File: src/rtl/fcwm_pkg.sv
// Shared types, codes and helpers of the four-character-word machine.
// Used by fcwm_ctrl, fcwm_datapath and the top level; depends on nothing.
`default_nettype none

package fcwm_pkg;

    localparam int ADDR_W = 7;
    localparam int WORD_W = 32;
    localparam int CNT_W  = 3;
    localparam int KIND_W = 3;

    // request types (input tuser)
    localparam logic [1:0] REQ_NEW  = 2'd0;
    localparam logic [1:0] REQ_LOAD = 2'd1;
    localparam logic [1:0] REQ_EXEC = 2'd2;
    localparam logic [1:0] REQ_DATA = 2'd3;

    // result kinds (output tuser)
    localparam logic [KIND_W-1:0] KIND_DONE = 3'd0;
    localparam logic [KIND_W-1:0] KIND_WORD = 3'd1;
    localparam logic [KIND_W-1:0] KIND_HALT = 3'd2;
    localparam logic [KIND_W-1:0] KIND_WAIT = 3'd3;
    localparam logic [KIND_W-1:0] KIND_ERR  = 3'd4;

    // two-character opcodes, first character in the upper byte
    localparam logic [15:0] OP_LR = 16'h4C52;
    localparam logic [15:0] OP_SR = 16'h5352;
    localparam logic [15:0] OP_CR = 16'h4352;
    localparam logic [15:0] OP_BT = 16'h4254;
    localparam logic [15:0] OP_GD = 16'h4744;
    localparam logic [15:0] OP_PD = 16'h5044;

    localparam logic [7:0]        CHAR_ZERO   = 8'h30;  // '0'
    localparam logic [7:0]        CHAR_NINE   = 8'h39;  // '9'
    localparam logic [7:0]        CHAR_DOLLAR = 8'h24;  // '$'
    localparam logic [7:0]        CHAR_NUL    = 8'h00;
    localparam logic [WORD_W-1:0] FILL_WORD   = 32'h24242424;

    typedef logic [2:0] t_opc;
    localparam t_opc OPC_LR  = 3'd0;
    localparam t_opc OPC_SR  = 3'd1;
    localparam t_opc OPC_CR  = 3'd2;
    localparam t_opc OPC_BT  = 3'd3;
    localparam t_opc OPC_GD  = 3'd4;
    localparam t_opc OPC_PD  = 3'd5;
    localparam t_opc OPC_BAD = 3'd6;

    typedef struct packed {
        logic              capture;     // latch the input beat
        logic              clear_job;   // mark memory unwritten and clear the machine
        logic              load_write;  // program word into memory
        logic              card_write;  // data word into the pending card block
        logic              halt;        // set the halted flag
        logic              fetch;       // read M[pc], advance pc
        logic              op_read;     // read M[operand]
        logic              load_r;      // R = read data
        logic              compare;     // C = (R == read data)
        logic              store;       // M[operand] = R
        logic              branch;      // pc = operand when C
        logic              gd_start;    // open a card block
        logic              pd_start;    // start a print walk
        logic              pd_read;     // read M[walk]
        logic              pd_next;     // advance the walk
        logic              emit;        // load the output register
        logic              emit_word;   // output carries the printed word
        logic [KIND_W-1:0] emit_kind;
        logic              emit_last;
    } t_cmd;

    typedef struct packed {
        logic [1:0] req;
        logic       addr_bad;
        logic       awaiting;
        logic       halted;
        logic       pc_bad;
        logic       last_in;
        t_opc       op;
        logic       opnd_ok;
        logic       walk_done;
        logic       pd_cnt_zero;
        logic       pd_stop;
        logic       out_free;
    } t_stat;

    // keep the first n characters (top bytes), NUL the rest
    function automatic logic [WORD_W-1:0] keep_top(input logic [WORD_W-1:0] w,
                                                   input logic [CNT_W-1:0] n);
        logic [WORD_W-1:0] m;
        case (n)
            3'd0:    m = 32'h0000_0000;
            3'd1:    m = 32'hFF00_0000;
            3'd2:    m = 32'hFFFF_0000;
            3'd3:    m = 32'hFFFF_FF00;
            default: m = 32'hFFFF_FFFF;
        endcase
        return w & m;
    endfunction

endpackage

`default_nettype wire

File: src/rtl/fcwm_ctrl.sv
// Sequencer of the four-character-word machine: walks each request through
// dispatch, decode, operand access, print walk and result emission.
// Depends on fcwm_pkg; drives fcwm_datapath through t_cmd, reads t_stat.
`default_nettype none

module fcwm_ctrl (
    input  wire            i_clk,
    input  wire            i_rst_n,
    input  wire            i_s_tvalid,
    output logic           o_s_tready,
    input  fcwm_pkg::t_stat i_stat,
    output fcwm_pkg::t_cmd  o_cmd
);

    localparam logic [2:0] S_IDLE   = 3'd0;
    localparam logic [2:0] S_DISP   = 3'd1;
    localparam logic [2:0] S_DECODE = 3'd2;
    localparam logic [2:0] S_OPWB   = 3'd3;
    localparam logic [2:0] S_PD_RD  = 3'd4;
    localparam logic [2:0] S_PD_CHK = 3'd5;
    localparam logic [2:0] S_EMIT   = 3'd6;

    logic [2:0]                     r_state, n_state;
    logic [fcwm_pkg::KIND_W-1:0]    r_kind, n_kind;
    logic                           r_wb_cmp, n_wb_cmp;

    always_ff @(posedge i_clk) begin
        if (!i_rst_n) begin
            r_state <= S_IDLE;
        end else begin
            r_state <= n_state;
        end
    end

    always_ff @(posedge i_clk) begin
        r_kind   <= n_kind;
        r_wb_cmp <= n_wb_cmp;
    end

    always_comb begin
        o_cmd      = '0;
        o_s_tready = 1'b0;
        n_state    = r_state;
        n_kind     = r_kind;
        n_wb_cmp   = r_wb_cmp;
        unique case (r_state)
            S_IDLE: begin
                o_s_tready = 1'b1;
                if (i_s_tvalid) begin
                    o_cmd.capture = 1'b1;
                    n_state       = S_DISP;
                end
            end
            S_DISP: begin
                n_state = S_EMIT;
                unique case (i_stat.req)
                    fcwm_pkg::REQ_NEW: begin
                        o_cmd.clear_job = 1'b1;
                        n_kind          = fcwm_pkg::KIND_DONE;
                    end
                    fcwm_pkg::REQ_LOAD: begin
                        if (i_stat.addr_bad) begin
                            n_kind = fcwm_pkg::KIND_ERR;
                        end else begin
                            o_cmd.load_write = 1'b1;
                            n_kind           = fcwm_pkg::KIND_DONE;
                        end
                    end
                    fcwm_pkg::REQ_EXEC: begin
                        if (i_stat.halted) begin
                            n_kind = fcwm_pkg::KIND_HALT;
                        end else if (i_stat.awaiting) begin
                            n_kind = fcwm_pkg::KIND_WAIT;
                        end else if (i_stat.pc_bad) begin
                            o_cmd.halt = 1'b1;
                            n_kind     = fcwm_pkg::KIND_ERR;
                        end else begin
                            o_cmd.fetch = 1'b1;
                            n_state     = S_DECODE;
                        end
                    end
                    fcwm_pkg::REQ_DATA: begin
                        if (!i_stat.awaiting) begin
                            n_kind = fcwm_pkg::KIND_ERR;
                        end else begin
                            o_cmd.card_write = 1'b1;
                            n_kind = i_stat.last_in ? fcwm_pkg::KIND_DONE
                                                    : fcwm_pkg::KIND_WAIT;
                        end
                    end
                endcase
            end
            S_DECODE: begin
                n_state = S_EMIT;
                n_kind  = fcwm_pkg::KIND_DONE;
                if (i_stat.op == fcwm_pkg::OPC_BAD) begin
                    o_cmd.halt = 1'b1;
                    n_kind     = fcwm_pkg::KIND_HALT;
                end else if (!i_stat.opnd_ok) begin
                    o_cmd.halt = 1'b1;
                    n_kind     = fcwm_pkg::KIND_ERR;
                end else begin
                    unique case (i_stat.op)
                        fcwm_pkg::OPC_LR: begin
                            o_cmd.op_read = 1'b1;
                            n_wb_cmp      = 1'b0;
                            n_state       = S_OPWB;
                        end
                        fcwm_pkg::OPC_CR: begin
                            o_cmd.op_read = 1'b1;
                            n_wb_cmp      = 1'b1;
                            n_state       = S_OPWB;
                        end
                        fcwm_pkg::OPC_SR: o_cmd.store  = 1'b1;
                        fcwm_pkg::OPC_BT: o_cmd.branch = 1'b1;
                        fcwm_pkg::OPC_GD: begin
                            o_cmd.gd_start = 1'b1;
                            n_kind         = fcwm_pkg::KIND_WAIT;
                        end
                        fcwm_pkg::OPC_PD: begin
                            o_cmd.pd_start = 1'b1;
                            n_state        = S_PD_RD;
                        end
                        default: begin
                            o_cmd.halt = 1'b1;
                            n_kind     = fcwm_pkg::KIND_HALT;
                        end
                    endcase
                end
            end
            S_OPWB: begin
                // read data of the operand word is valid now
                if (r_wb_cmp) begin
                    o_cmd.compare = 1'b1;
                end else begin
                    o_cmd.load_r = 1'b1;
                end
                n_kind  = fcwm_pkg::KIND_DONE;
                n_state = S_EMIT;
            end
            S_PD_RD: begin
                if (i_stat.walk_done) begin
                    n_kind  = fcwm_pkg::KIND_DONE;
                    n_state = S_EMIT;
                end else begin
                    o_cmd.pd_read = 1'b1;
                    n_state       = S_PD_CHK;
                end
            end
            S_PD_CHK: begin
                if (i_stat.pd_cnt_zero) begin
                    n_kind  = fcwm_pkg::KIND_DONE;
                    n_state = S_EMIT;
                end else if (i_stat.out_free) begin
                    o_cmd.emit      = 1'b1;
                    o_cmd.emit_word = 1'b1;
                    o_cmd.emit_kind = fcwm_pkg::KIND_WORD;
                    if (i_stat.pd_stop) begin
                        n_kind  = fcwm_pkg::KIND_DONE;
                        n_state = S_EMIT;
                    end else begin
                        o_cmd.pd_next = 1'b1;
                        n_state       = S_PD_RD;
                    end
                end
            end
            S_EMIT: begin
                if (i_stat.out_free) begin
                    o_cmd.emit      = 1'b1;
                    o_cmd.emit_kind = r_kind;
                    o_cmd.emit_last = 1'b1;
                    n_state         = S_IDLE;
                end
            end
            default: n_state = S_IDLE;
        endcase
    end

    a_emit_free: assert property (@(posedge i_clk) disable iff (!i_rst_n)
        o_cmd.emit |-> i_stat.out_free)
        else $error("result emitted into a full output register");

    a_last_idle: assert property (@(posedge i_clk) disable iff (!i_rst_n)
        (o_cmd.emit && o_cmd.emit_last) |=> (r_state == S_IDLE))
        else $error("final result not followed by idle");

    a_pd_chk_entry: assert property (@(posedge i_clk) disable iff (!i_rst_n)
        (r_state == S_PD_CHK) |->
            ($past(r_state) == S_PD_RD || $past(r_state) == S_PD_CHK))
        else $error("print check entered without a walk read");

endmodule

`default_nettype wire

File: src/rtl/fcwm_datapath.sv
// Datapath of the four-character-word machine: word memory with valid bits,
// machine registers, instruction decode, card and print pointers, output
// register. Depends on fcwm_pkg; commanded by fcwm_ctrl.
`default_nettype none

module fcwm_datapath #(
    parameter int MEM_WORDS   = 100,
    parameter int BLOCK_WORDS = 10
) (
    input  wire                               i_clk,
    input  wire                               i_rst_n,
    input  fcwm_pkg::t_cmd                    i_cmd,
    output fcwm_pkg::t_stat                   o_stat,
    input  wire  [1:0]                        i_req,
    input  wire  [fcwm_pkg::ADDR_W-1:0]       i_address,
    input  wire  [fcwm_pkg::WORD_W-1:0]       i_word,
    input  wire  [fcwm_pkg::CNT_W-1:0]        i_byte_count,
    input  wire                               i_last,
    input  wire                               i_m_tready,
    output logic                              o_m_tvalid,
    output logic [fcwm_pkg::KIND_W-1:0]       o_kind,
    output logic [fcwm_pkg::WORD_W-1:0]       o_out_word,
    output logic [fcwm_pkg::CNT_W-1:0]        o_out_bytes,
    output logic                              o_last_out,
    output logic                              o_compare_flag,
    output logic [fcwm_pkg::ADDR_W-1:0]       o_pc
);

    localparam int AW = $clog2(MEM_WORDS);
    localparam logic [fcwm_pkg::ADDR_W-1:0] MEM_LIM = fcwm_pkg::ADDR_W'(MEM_WORDS);
    localparam logic [fcwm_pkg::ADDR_W:0]   BLK     = (fcwm_pkg::ADDR_W + 1)'(BLOCK_WORDS);

    // captured request
    logic [1:0]                     r_req;
    logic [fcwm_pkg::ADDR_W-1:0]    r_addr;
    logic [fcwm_pkg::WORD_W-1:0]    r_word;
    logic [fcwm_pkg::CNT_W-1:0]     r_cnt;
    logic                           r_last;

    // machine state
    logic [fcwm_pkg::ADDR_W-1:0]    r_pc;
    logic [fcwm_pkg::WORD_W-1:0]    r_reg;
    logic                           r_cmp;
    logic                           r_halted;
    logic                           r_awaiting;
    logic [fcwm_pkg::ADDR_W-1:0]    r_card_ptr;
    logic [fcwm_pkg::ADDR_W-1:0]    r_card_end;
    logic [fcwm_pkg::ADDR_W-1:0]    r_walk;
    logic [fcwm_pkg::ADDR_W-1:0]    r_walk_end;

    // memory
    logic [fcwm_pkg::WORD_W-1:0]    r_mem [MEM_WORDS];
    logic [MEM_WORDS-1:0]           r_valid;
    logic [fcwm_pkg::WORD_W-1:0]    r_rdata;
    logic                           r_rbit;

    // output register
    logic                           r_out_valid;
    logic [fcwm_pkg::KIND_W-1:0]    r_out_kind;
    logic [fcwm_pkg::WORD_W-1:0]    r_out_word;
    logic [fcwm_pkg::CNT_W-1:0]     r_out_bytes;
    logic                           r_out_last;
    logic                           r_out_cmp;
    logic [fcwm_pkg::ADDR_W-1:0]    r_out_pc;

    logic [fcwm_pkg::WORD_W-1:0]    rd;
    logic [7:0]                     d1, d2;
    logic                           dig_ok;
    logic [fcwm_pkg::ADDR_W-1:0]    opnd, base, blk_end;
    logic [fcwm_pkg::ADDR_W:0]      blk_sum;
    fcwm_pkg::t_opc                 op;
    logic [3:0]                     is_stop;
    logic [fcwm_pkg::CNT_W-1:0]     pd_cnt;
    logic                           card_in;
    logic                           out_free;
    logic                           we, re;
    logic [fcwm_pkg::ADDR_W-1:0]    wa, ra;
    logic [fcwm_pkg::WORD_W-1:0]    wd;

    // never-written words read as the fill pattern
    assign rd = r_rbit ? r_rdata : fcwm_pkg::FILL_WORD;

    // instruction decode
    always_comb begin
        case (rd[31:16])
            fcwm_pkg::OP_LR: op = fcwm_pkg::OPC_LR;
            fcwm_pkg::OP_SR: op = fcwm_pkg::OPC_SR;
            fcwm_pkg::OP_CR: op = fcwm_pkg::OPC_CR;
            fcwm_pkg::OP_BT: op = fcwm_pkg::OPC_BT;
            fcwm_pkg::OP_GD: op = fcwm_pkg::OPC_GD;
            fcwm_pkg::OP_PD: op = fcwm_pkg::OPC_PD;
            default:         op = fcwm_pkg::OPC_BAD;
        endcase
    end

    assign d1     = rd[15:8];
    assign d2     = rd[7:0];
    assign dig_ok = (d1 >= fcwm_pkg::CHAR_ZERO) && (d1 <= fcwm_pkg::CHAR_NINE) &&
                    (d2 >= fcwm_pkg::CHAR_ZERO) && (d2 <= fcwm_pkg::CHAR_NINE);
    // tens * 10 + units, as shifts
    assign opnd    = {d1[3:0], 3'b000} + {2'b00, d1[3:0], 1'b0} + {3'b000, d2[3:0]};
    assign base    = fcwm_pkg::ADDR_W'((opnd / BLOCK_WORDS) * BLOCK_WORDS);
    assign blk_sum = {1'b0, base} + BLK;
    assign blk_end = (blk_sum > {1'b0, MEM_LIM}) ? MEM_LIM
                                                 : blk_sum[fcwm_pkg::ADDR_W-1:0];

    // leading printable characters of the word under the print walk
    always_comb begin
        for (int j = 0; j < 4; j++) begin
            is_stop[j] = (rd[31-8*j -: 8] == fcwm_pkg::CHAR_NUL) ||
                         (rd[31-8*j -: 8] == fcwm_pkg::CHAR_DOLLAR);
        end
        if (is_stop[0]) begin
            pd_cnt = 3'd0;
        end else if (is_stop[1]) begin
            pd_cnt = 3'd1;
        end else if (is_stop[2]) begin
            pd_cnt = 3'd2;
        end else if (is_stop[3]) begin
            pd_cnt = 3'd3;
        end else begin
            pd_cnt = 3'd4;
        end
    end

    assign card_in  = r_card_ptr < r_card_end;
    assign out_free = !r_out_valid || i_m_tready;

    // memory port selection
    always_comb begin
        we = 1'b0;
        wa = r_addr;
        wd = r_word;
        if (i_cmd.load_write) begin
            we = 1'b1;
        end else if (i_cmd.card_write && card_in) begin
            we = 1'b1;
            wa = r_card_ptr;
            wd = fcwm_pkg::keep_top(r_word, r_cnt);
        end else if (i_cmd.store) begin
            we = 1'b1;
            wa = opnd;
            wd = r_reg;
        end
    end

    assign re = i_cmd.fetch || i_cmd.op_read || i_cmd.pd_read;
    assign ra = i_cmd.fetch ? r_pc : (i_cmd.op_read ? opnd : r_walk);

    always_ff @(posedge i_clk) begin
        if (we) begin
            r_mem[wa[AW-1:0]] <= wd;
        end
        if (re) begin
            r_rdata <= r_mem[ra[AW-1:0]];
        end
    end

    always_ff @(posedge i_clk) begin
        if (re) begin
            r_rbit <= r_valid[ra[AW-1:0]];
        end
    end

    always_ff @(posedge i_clk) begin
        if (!i_rst_n) begin
            r_valid <= '0;
        end else if (i_cmd.clear_job) begin
            r_valid <= '0;
        end else if (we) begin
            r_valid[wa[AW-1:0]] <= 1'b1;
        end
    end

    always_ff @(posedge i_clk) begin
        if (i_cmd.capture) begin
            r_req  <= i_req;
            r_addr <= i_address;
            r_word <= i_word;
            r_cnt  <= i_byte_count;
            r_last <= i_last;
        end
        if (i_cmd.pd_start) begin
            r_walk     <= base;
            r_walk_end <= blk_end;
        end else if (i_cmd.pd_next) begin
            r_walk <= r_walk + 7'd1;
        end
    end

    always_ff @(posedge i_clk) begin
        if (!i_rst_n || i_cmd.clear_job) begin
            r_pc       <= '0;
            r_reg      <= '0;
            r_cmp      <= 1'b0;
            r_awaiting <= 1'b0;
            r_card_ptr <= '0;
            r_card_end <= '0;
            r_halted   <= !i_rst_n;
        end else begin
            if (i_cmd.fetch) begin
                r_pc <= r_pc + 7'd1;
            end
            if (i_cmd.branch && r_cmp) begin
                r_pc <= opnd;
            end
            if (i_cmd.halt) begin
                r_halted <= 1'b1;
            end
            if (i_cmd.load_r) begin
                r_reg <= rd;
            end
            if (i_cmd.compare) begin
                r_cmp <= (r_reg == rd);
            end
            if (i_cmd.card_write) begin
                if (card_in) begin
                    r_card_ptr <= r_card_ptr + 7'd1;
                end
                if (r_last) begin
                    r_awaiting <= 1'b0;
                end
            end
            if (i_cmd.gd_start) begin
                r_awaiting <= 1'b1;
                r_card_ptr <= base;
                r_card_end <= blk_end;
            end
        end
    end

    // output register: loaded on emit, dropped when taken
    always_ff @(posedge i_clk) begin
        if (!i_rst_n) begin
            r_out_valid <= 1'b0;
        end else if (i_cmd.emit) begin
            r_out_valid <= 1'b1;
        end else if (i_m_tready) begin
            r_out_valid <= 1'b0;
        end
    end

    always_ff @(posedge i_clk) begin
        if (i_cmd.emit) begin
            r_out_kind  <= i_cmd.emit_kind;
            r_out_word  <= i_cmd.emit_word ? fcwm_pkg::keep_top(rd, pd_cnt) : '0;
            r_out_bytes <= i_cmd.emit_word ? pd_cnt : '0;
            r_out_last  <= i_cmd.emit_last;
            r_out_cmp   <= r_cmp;
            r_out_pc    <= r_pc;
        end
    end

    assign o_m_tvalid     = r_out_valid;
    assign o_kind         = r_out_kind;
    assign o_out_word     = r_out_word;
    assign o_out_bytes    = r_out_bytes;
    assign o_last_out     = r_out_last;
    assign o_compare_flag = r_out_cmp;
    assign o_pc           = r_out_pc;

    always_comb begin
        o_stat             = '0;
        o_stat.req         = r_req;
        o_stat.addr_bad    = r_addr >= MEM_LIM;
        o_stat.awaiting    = r_awaiting;
        o_stat.halted      = r_halted;
        o_stat.pc_bad      = r_pc >= MEM_LIM;
        o_stat.last_in     = r_last;
        o_stat.op          = op;
        o_stat.opnd_ok     = dig_ok && (opnd < MEM_LIM);
        o_stat.walk_done   = r_walk >= r_walk_end;
        o_stat.pd_cnt_zero = pd_cnt == 3'd0;
        o_stat.pd_stop     = pd_cnt != 3'd4;
        o_stat.out_free    = out_free;
    end

    a_pc_range: assert property (@(posedge i_clk) disable iff (!i_rst_n)
        r_pc <= MEM_LIM)
        else $error("program counter ran past memory end");

    a_card_pending: assert property (@(posedge i_clk) disable iff (!i_rst_n)
        i_cmd.card_write |-> r_awaiting)
        else $error("card word written with no card pending");

    a_write_range: assert property (@(posedge i_clk) disable iff (!i_rst_n)
        we |-> (wa < MEM_LIM))
        else $error("memory write outside the word memory");

endmodule

`default_nettype wire

File: src/rtl/four_char_word_machine_step.sv
// Four-character-word teaching machine, one request per input beat.
// Requests (s tuser): new job, load a program word, execute one instruction,
// or supply one data word to a pending GD. Each request yields one or more
// result beats on the m side, the last one flagged by tlast; a PD returns one
// beat per printed word and a closing done beat. Memory is a single-port word
// store of MEM_WORDS entries with one valid bit per word, so reset and a new
// job take effect at once, with no clearing pass: unwritten words read '$$$$'.
// Steps from accept to the next accept: new job, load and data requests pass
// through dispatch and emit; an execute adds a decode step, LR and CR add an
// operand read and write-back through the same memory port, and PD walks the
// block words, each with one memory read and one character check. The input
// is accepted again as soon as the last result sits in the output register,
// even if it is not yet taken.
// Depends on fcwm_pkg, fcwm_ctrl and fcwm_datapath.
`default_nettype none

module four_char_word_machine_step #(
    parameter int MEM_WORDS   = 100,
    parameter int BLOCK_WORDS = 10
) (
    input  wire         i_clk,
    input  wire         i_rst_n,
    // request side
    input  wire         i_s_tvalid,
    output logic        o_s_tready,
    input  wire  [47:0] i_s_tdata,   // address[6:0], word_in[38:7], byte_count[41:39], 0
    input  wire  [1:0]  i_s_tuser,   // req_type[1:0]
    input  wire         i_s_tlast,   // last_in
    // result side
    output logic        o_m_tvalid,
    input  wire         i_m_tready,
    output logic [47:0] o_m_tdata,   // out_word[31:0], out_bytes[34:32],
                                     // compare_flag[35], pc[42:36], 0
    output logic [2:0]  o_m_tuser,   // kind[2:0]
    output logic        o_m_tlast    // last_out
);

    fcwm_pkg::t_cmd  cmd;
    fcwm_pkg::t_stat stat;

    logic [fcwm_pkg::WORD_W-1:0] out_word;
    logic [fcwm_pkg::CNT_W-1:0]  out_bytes;
    logic                        compare_flag;
    logic [fcwm_pkg::ADDR_W-1:0] pc;

    // sequencer: one request in flight at a time
    fcwm_ctrl u_ctrl (
        .i_clk      (i_clk),
        .i_rst_n    (i_rst_n),
        .i_s_tvalid (i_s_tvalid),
        .o_s_tready (o_s_tready),
        .i_stat     (stat),
        .o_cmd      (cmd)
    );

    // memory, machine registers and the output register
    fcwm_datapath #(
        .MEM_WORDS   (MEM_WORDS),
        .BLOCK_WORDS (BLOCK_WORDS)
    ) u_datapath (
        .i_clk          (i_clk),
        .i_rst_n        (i_rst_n),
        .i_cmd          (cmd),
        .o_stat         (stat),
        .i_req          (i_s_tuser),
        .i_address      (i_s_tdata[6:0]),
        .i_word         (i_s_tdata[38:7]),
        .i_byte_count   (i_s_tdata[41:39]),
        .i_last         (i_s_tlast),
        .i_m_tready     (i_m_tready),
        .o_m_tvalid     (o_m_tvalid),
        .o_kind         (o_m_tuser),
        .o_out_word     (out_word),
        .o_out_bytes    (out_bytes),
        .o_last_out     (o_m_tlast),
        .o_compare_flag (compare_flag),
        .o_pc           (pc)
    );

    // pack the result beat, zero pad to whole bytes
    assign o_m_tdata = {5'b00000, pc, compare_flag, out_bytes, out_word};

endmodule

`default_nettype wire
File: config.mk
export PLATFORM = sky130hd
export DESIGN_NAME = four_char_word_machine_step
export DESIGN_NICKNAME = d
export VERILOG_FILES = /design/src/rtl/fcwm_pkg.sv /design/src/rtl/fcwm_ctrl.sv /design/src/rtl/fcwm_datapath.sv /design/src/rtl/four_char_word_machine_step.sv
export SDC_FILE = /design/constraint.sdc
export NUM_CORES = 2
export LEC_CHECK = 0
export BUFFER_PORTS_ARGS = -buffer_cell sky130_fd_sc_hd__buf_2
export CORE_MARGIN = 1
export CORE_UTILIZATION = 44
export CTS_CLUSTER_DIAMETER = 50
export CTS_CLUSTER_SIZE = 14
export DETAILED_ROUTE_END_ITERATION = 8
export GPL_ROUTABILITY_DRIVEN = 0
export PLACE_DENSITY = 0.55
export SETUP_SLACK_MARGIN = 0.15
export SLEW_MARGIN = 0
export SYNTH_ARGS = -nofsm -noshare
export SYNTH_HDL_FRONTEND = slang
export SYNTH_SLANG_ARGS = --single-unit
File: constraint.sdc
create_clock -name i_clk -period 18.7 [get_ports i_clk]
set_input_delay 1.87 -clock i_clk [delete_from_list [all_inputs] [get_ports i_clk]]
set_output_delay 1.87 -clock i_clk [all_outputs]
set_load 0.005 [all_outputs]
==> summary.txt <==
Clock network
  – Max Buffers Root-to-Sink: 4
  – CTS Hold Buffers Added: 0
  – Num CTS Buffers: 376
  – CTS Sinks: 3501
  – TritonCTS clock tree: built
  – H-Tree Depth: 5
  – Post-CTS sizing: 0
  – CTS clk-pin slew, worst paths: 0.06 ns
  – Root Buffer: clkbuf_16
  – Clk_lat worst skew: 0.97 ns
  – Setup bufs post-CTS: 0

Routing
  – DRT Pass-1 Iters: 6
  – Drt total wl: 441000 um
  – Vias after detailed routing: 81763
  – DRT iter0 DRCs: 11684
  – DRC: 0
  – Post-route ant nets: 0
  – Post-DR wirelength/cell: 33.5 um
  – Vias per cell: 6.21

Floorplanning
  – Starting density of the core: 44.3%
  – Chip height: 562 um
  – Die area: around 0.32 mm2
  – Die width: around 560 um
  – IO Pins: ~110
  – Core area: 0.312 mm2
  – Row cnt: 205

Setup path
  – Crit path arrival time: 10.66 ns
  – Crit path cell chain: clkinv_1 -> nor2_1 -> inv_1 -> ha_1 -> inv_1 -> fa_1 -> xnor2_2 -> inv_2 -> a31oi_1 -> nand2_1 -> o21a_1 -> a2bb2oi_1 -> nand2_4 -> buf_4 -> buf_4 -> buf_4 -> mux4_2 -> a22oi_1 -> nand2_1 -> o41ai_1 -> a32oi_1
  – R2r setup slk: 8.53 ns
  – CP peak stage delay: 1.11 ns
  – Worst path slowest cell: o41ai_1
  – Critical path origin: u_datapath.r_rbit
  – Startpoint Class: flop
  – Worst reg-to-reg path cell count: 21
  – Worst EP required: 19.19 ns
  – Crit. End Element: flop
  – R2R Path Start: u_datapath.r_rbit
  – Worst Setup EP: u_datapath.r_rdata[29]
  – FF-to-FF End: u_datapath.r_rdata[29]
  – Most frequent CP cell: buf_4
  – Max FO, Critical Path: between 60 and 70
  – Crit Path Class: reg -> reg

Finish
  – Nets: 8804
  – Most frequent cells in the layout: 3342 x edfxtp_1, 1437 x nand2_1, 470 x nand3_1, 410 x a21oi_1, 402 x mux4_2
  – Share of layout cells above drive strength 1: 17.9%
  – Design Area, Final: 0.157 mm2
  – Synthesis-to-finish area growth: 14.1%
  – Max reg flops: 3200
  – Commonest non-fill, non-tap cell in the layout: edfxtp_1

Yosys
  – Yosys warnings: 0
  – Synth Flop Type: edfxtp_1
  – Post-synth ARST share: 0%
  – #FFs+latches synth: approximately 3500
  – Post-synth top area share: 72.7%
  – Synth unique cells: 99
  – Syn Inst Count: 8475
  – Largest area contributor in the netlist: edfxtp_1
  – Avg Cell Area, Syn: 16.3 um2
  – Area contributors post-synth: edfxtp_1 73%, mux4_2 6.6%, nand2_1 3.9%
  – Register area share after synthesis: 75.0%
  – Netlist Area Pre-Place: 0.138 mm2
  – Number of synthesized flops with an enable pin: 3342

Job
  – Max cap viols: 0

Timing
  – Achievable clock frequency: 0.0984 GHz
  – Final Hold Vio Count: 0
  – Period utilisation layout: 54.4%
  – Min Tclk post-route: 10.17 ns
  – Final setup skew: 0.118 ns
  – Slew headroom: -4.41%
  – Count of pins over their slew limit: 1
  – Final TNS setup: 0 ns
  – RSZ-0062 raised after global routing: no
  – Worst slew pin tran: 1.57 ns
  – Final setup vio count: 0

Status
  – Outcome: finished with violations
  – Failing checks: max-slew violations

Pwr
  – Tot Pwr: about 22 mW
  – Seq pwr share: 42.0%
  – Switching share of total power: about 31%
  – Pwr/cell area: 141 mW/mm2
  – Net Sw Power: slightly below 7 mW
  – Clock share of power: 34.9%
  – Leakage: 50.9 nW
  – Combinational fraction of design power: 23.1%
  – Max IR drop VDD: 0.187 mV
  – Pint: around 15 mW

Global routing
  – Pin count of the biggest net entering global routing: 131
  – Tot GR Track Use: 27.5%
  – Initial antenna violation count: 35
  – GRT overflow: 0
  – First-pass GRT wire length: 611000 um
  – Number of global-route vias before repair: 79035

Placed design
  – I/O Buffers: 97
  – DP Wirelength: 252000 um
  – DP Area: around 0.14 mm2

Worst hold path
  – HP Class: reg -> reg
## worst max-delay path: cells and delay by family, from the launching register on
| family | cells | cell delay [ns] |
|---|---|---|
| xor gates and xnor gates | 1 | 0.41 |
| muxes | 1 | 0.45 |
| and+or+nand+nor | 4 | 1.30 |
| adders and majority gates | 2 | 0.87 |
| AOI/OAI and AO/OA | 6 | 2.78 |
| buffers and inverters | 7 | 3.01 |
| DFF | 1 | 0.71 |
## per-layer routing
metal	GRT usage [%]	part of all wire, %	vias to the layer above
li1	-	-	33773
met1	38.9	40	42782
met2	42.5	46	4472
met3	5.16	10	728
met4	10.1	4.0	8
met5	0	0.012	-
## worst min-delay path by stage
stage | cells past startpoint | slack [ns] | from | to
floorplan | 0 | 0.42 | u_datapath.r_cmp | u_datapath.o_compare_flag
global placement | 1 | 0.44 | u_datapath.r_valid[31] | u_datapath.r_valid[31]
detailed placement | 1 | 0.45 | u_datapath.r_valid[14] | u_datapath.r_valid[14]
CTS | 1 | 0.47 | u_datapath.r_valid[14] | u_datapath.r_valid[14]
global route | 1 | 0.48 | u_datapath.r_valid[93] | u_datapath.r_valid[93]
finish | 1 | 0.46 | u_datapath.r_valid[14] | u_datapath.r_valid[14]
## power by group through the flow
| stage | logic (mW) | registers, mW | clock network, mW |
|---|---|---|---|
| 3_3_place_gp | 4.98 | 9.51 | 0 |
| 5_1_grt | 5.44 | 9.35 | 8.15 |
| 6_report | 5.13 | 9.35 | 7.78 |
| 3_5_place_dp | 5.09 | 9.51 | 0 |
| 4_1_cts | 5.10 | 9.34 | 7.87 |
| 2_1_floorplan | 3.55 | 9.52 | 0 |
## metrics by stage
| step | utilization (%) | worst slack (ns) | hold slack, ns | instances |
|---|---|---|---|---|
| after floorplan | - | 9.79 | 0.424 | 8479 |
| after global placement | 46.3 | 8.91 | 0.441 | 12480 |
| after detailed placement | 46.3 | 8.84 | 0.452 | 12480 |
| after CTS | 50.5 | 8.80 | 0.466 | 13164 |
| after global routing | 50.5 | 8.34 | 0.478 | 13166 |
| final | 50.5 | 8.53 | 0.464 | 13174 |
## area by class of cell
cell class | count | area, um2
Antenna cell | 10 | 25.0
Clock buffer | 442 | 10000
Clock inverter | 242 | 3020
Fill cell | 25619 | 154000
Inverter | 60 | 225
Multi-Input combinational cell | 4391 | 32700
Sequential cell | 3501 | 104000
Tap cell | 4140 | 5180
Timing Repair Buffer | 388 | 2750
## cell usage after synthesis, types with 34 or more instances
master,instances
o21ai_0,90
buf_4,54
a22oi_1,173
a211oi_1,34
mux4_2,402
nor3_1,38
inv_1,56
clkbuf_1,192
o2111ai_1,49
edfxtp_1,3342
a32oi_1,136
o21a_1,109
nand2_1,1449
mux2i_1,211
dfxtp_1,159
a2111oi_0,59
a221oi_1,34
buf_6,37
a21oi_1,415
nor2_1,220
buf_2,193
nand3_1,477
## cell families (layout without fill, tap and decap cells)
logic type	Yosys count	in the layout	share of synthesized area, %
DFF	3501	3501	75.0
xor gates and xnor gates	47	47	0.304
muxes	620	620	8.16
and+or+nand+nor	2352	2352	7.25
AOI/OAI and AO/OA	1335	1335	6.69
buffers and inverters	587	1132	2.29
adders and majority gates	32	32	0.299
other	1	15	0.00272
Power figures use the tool's default switching activity.
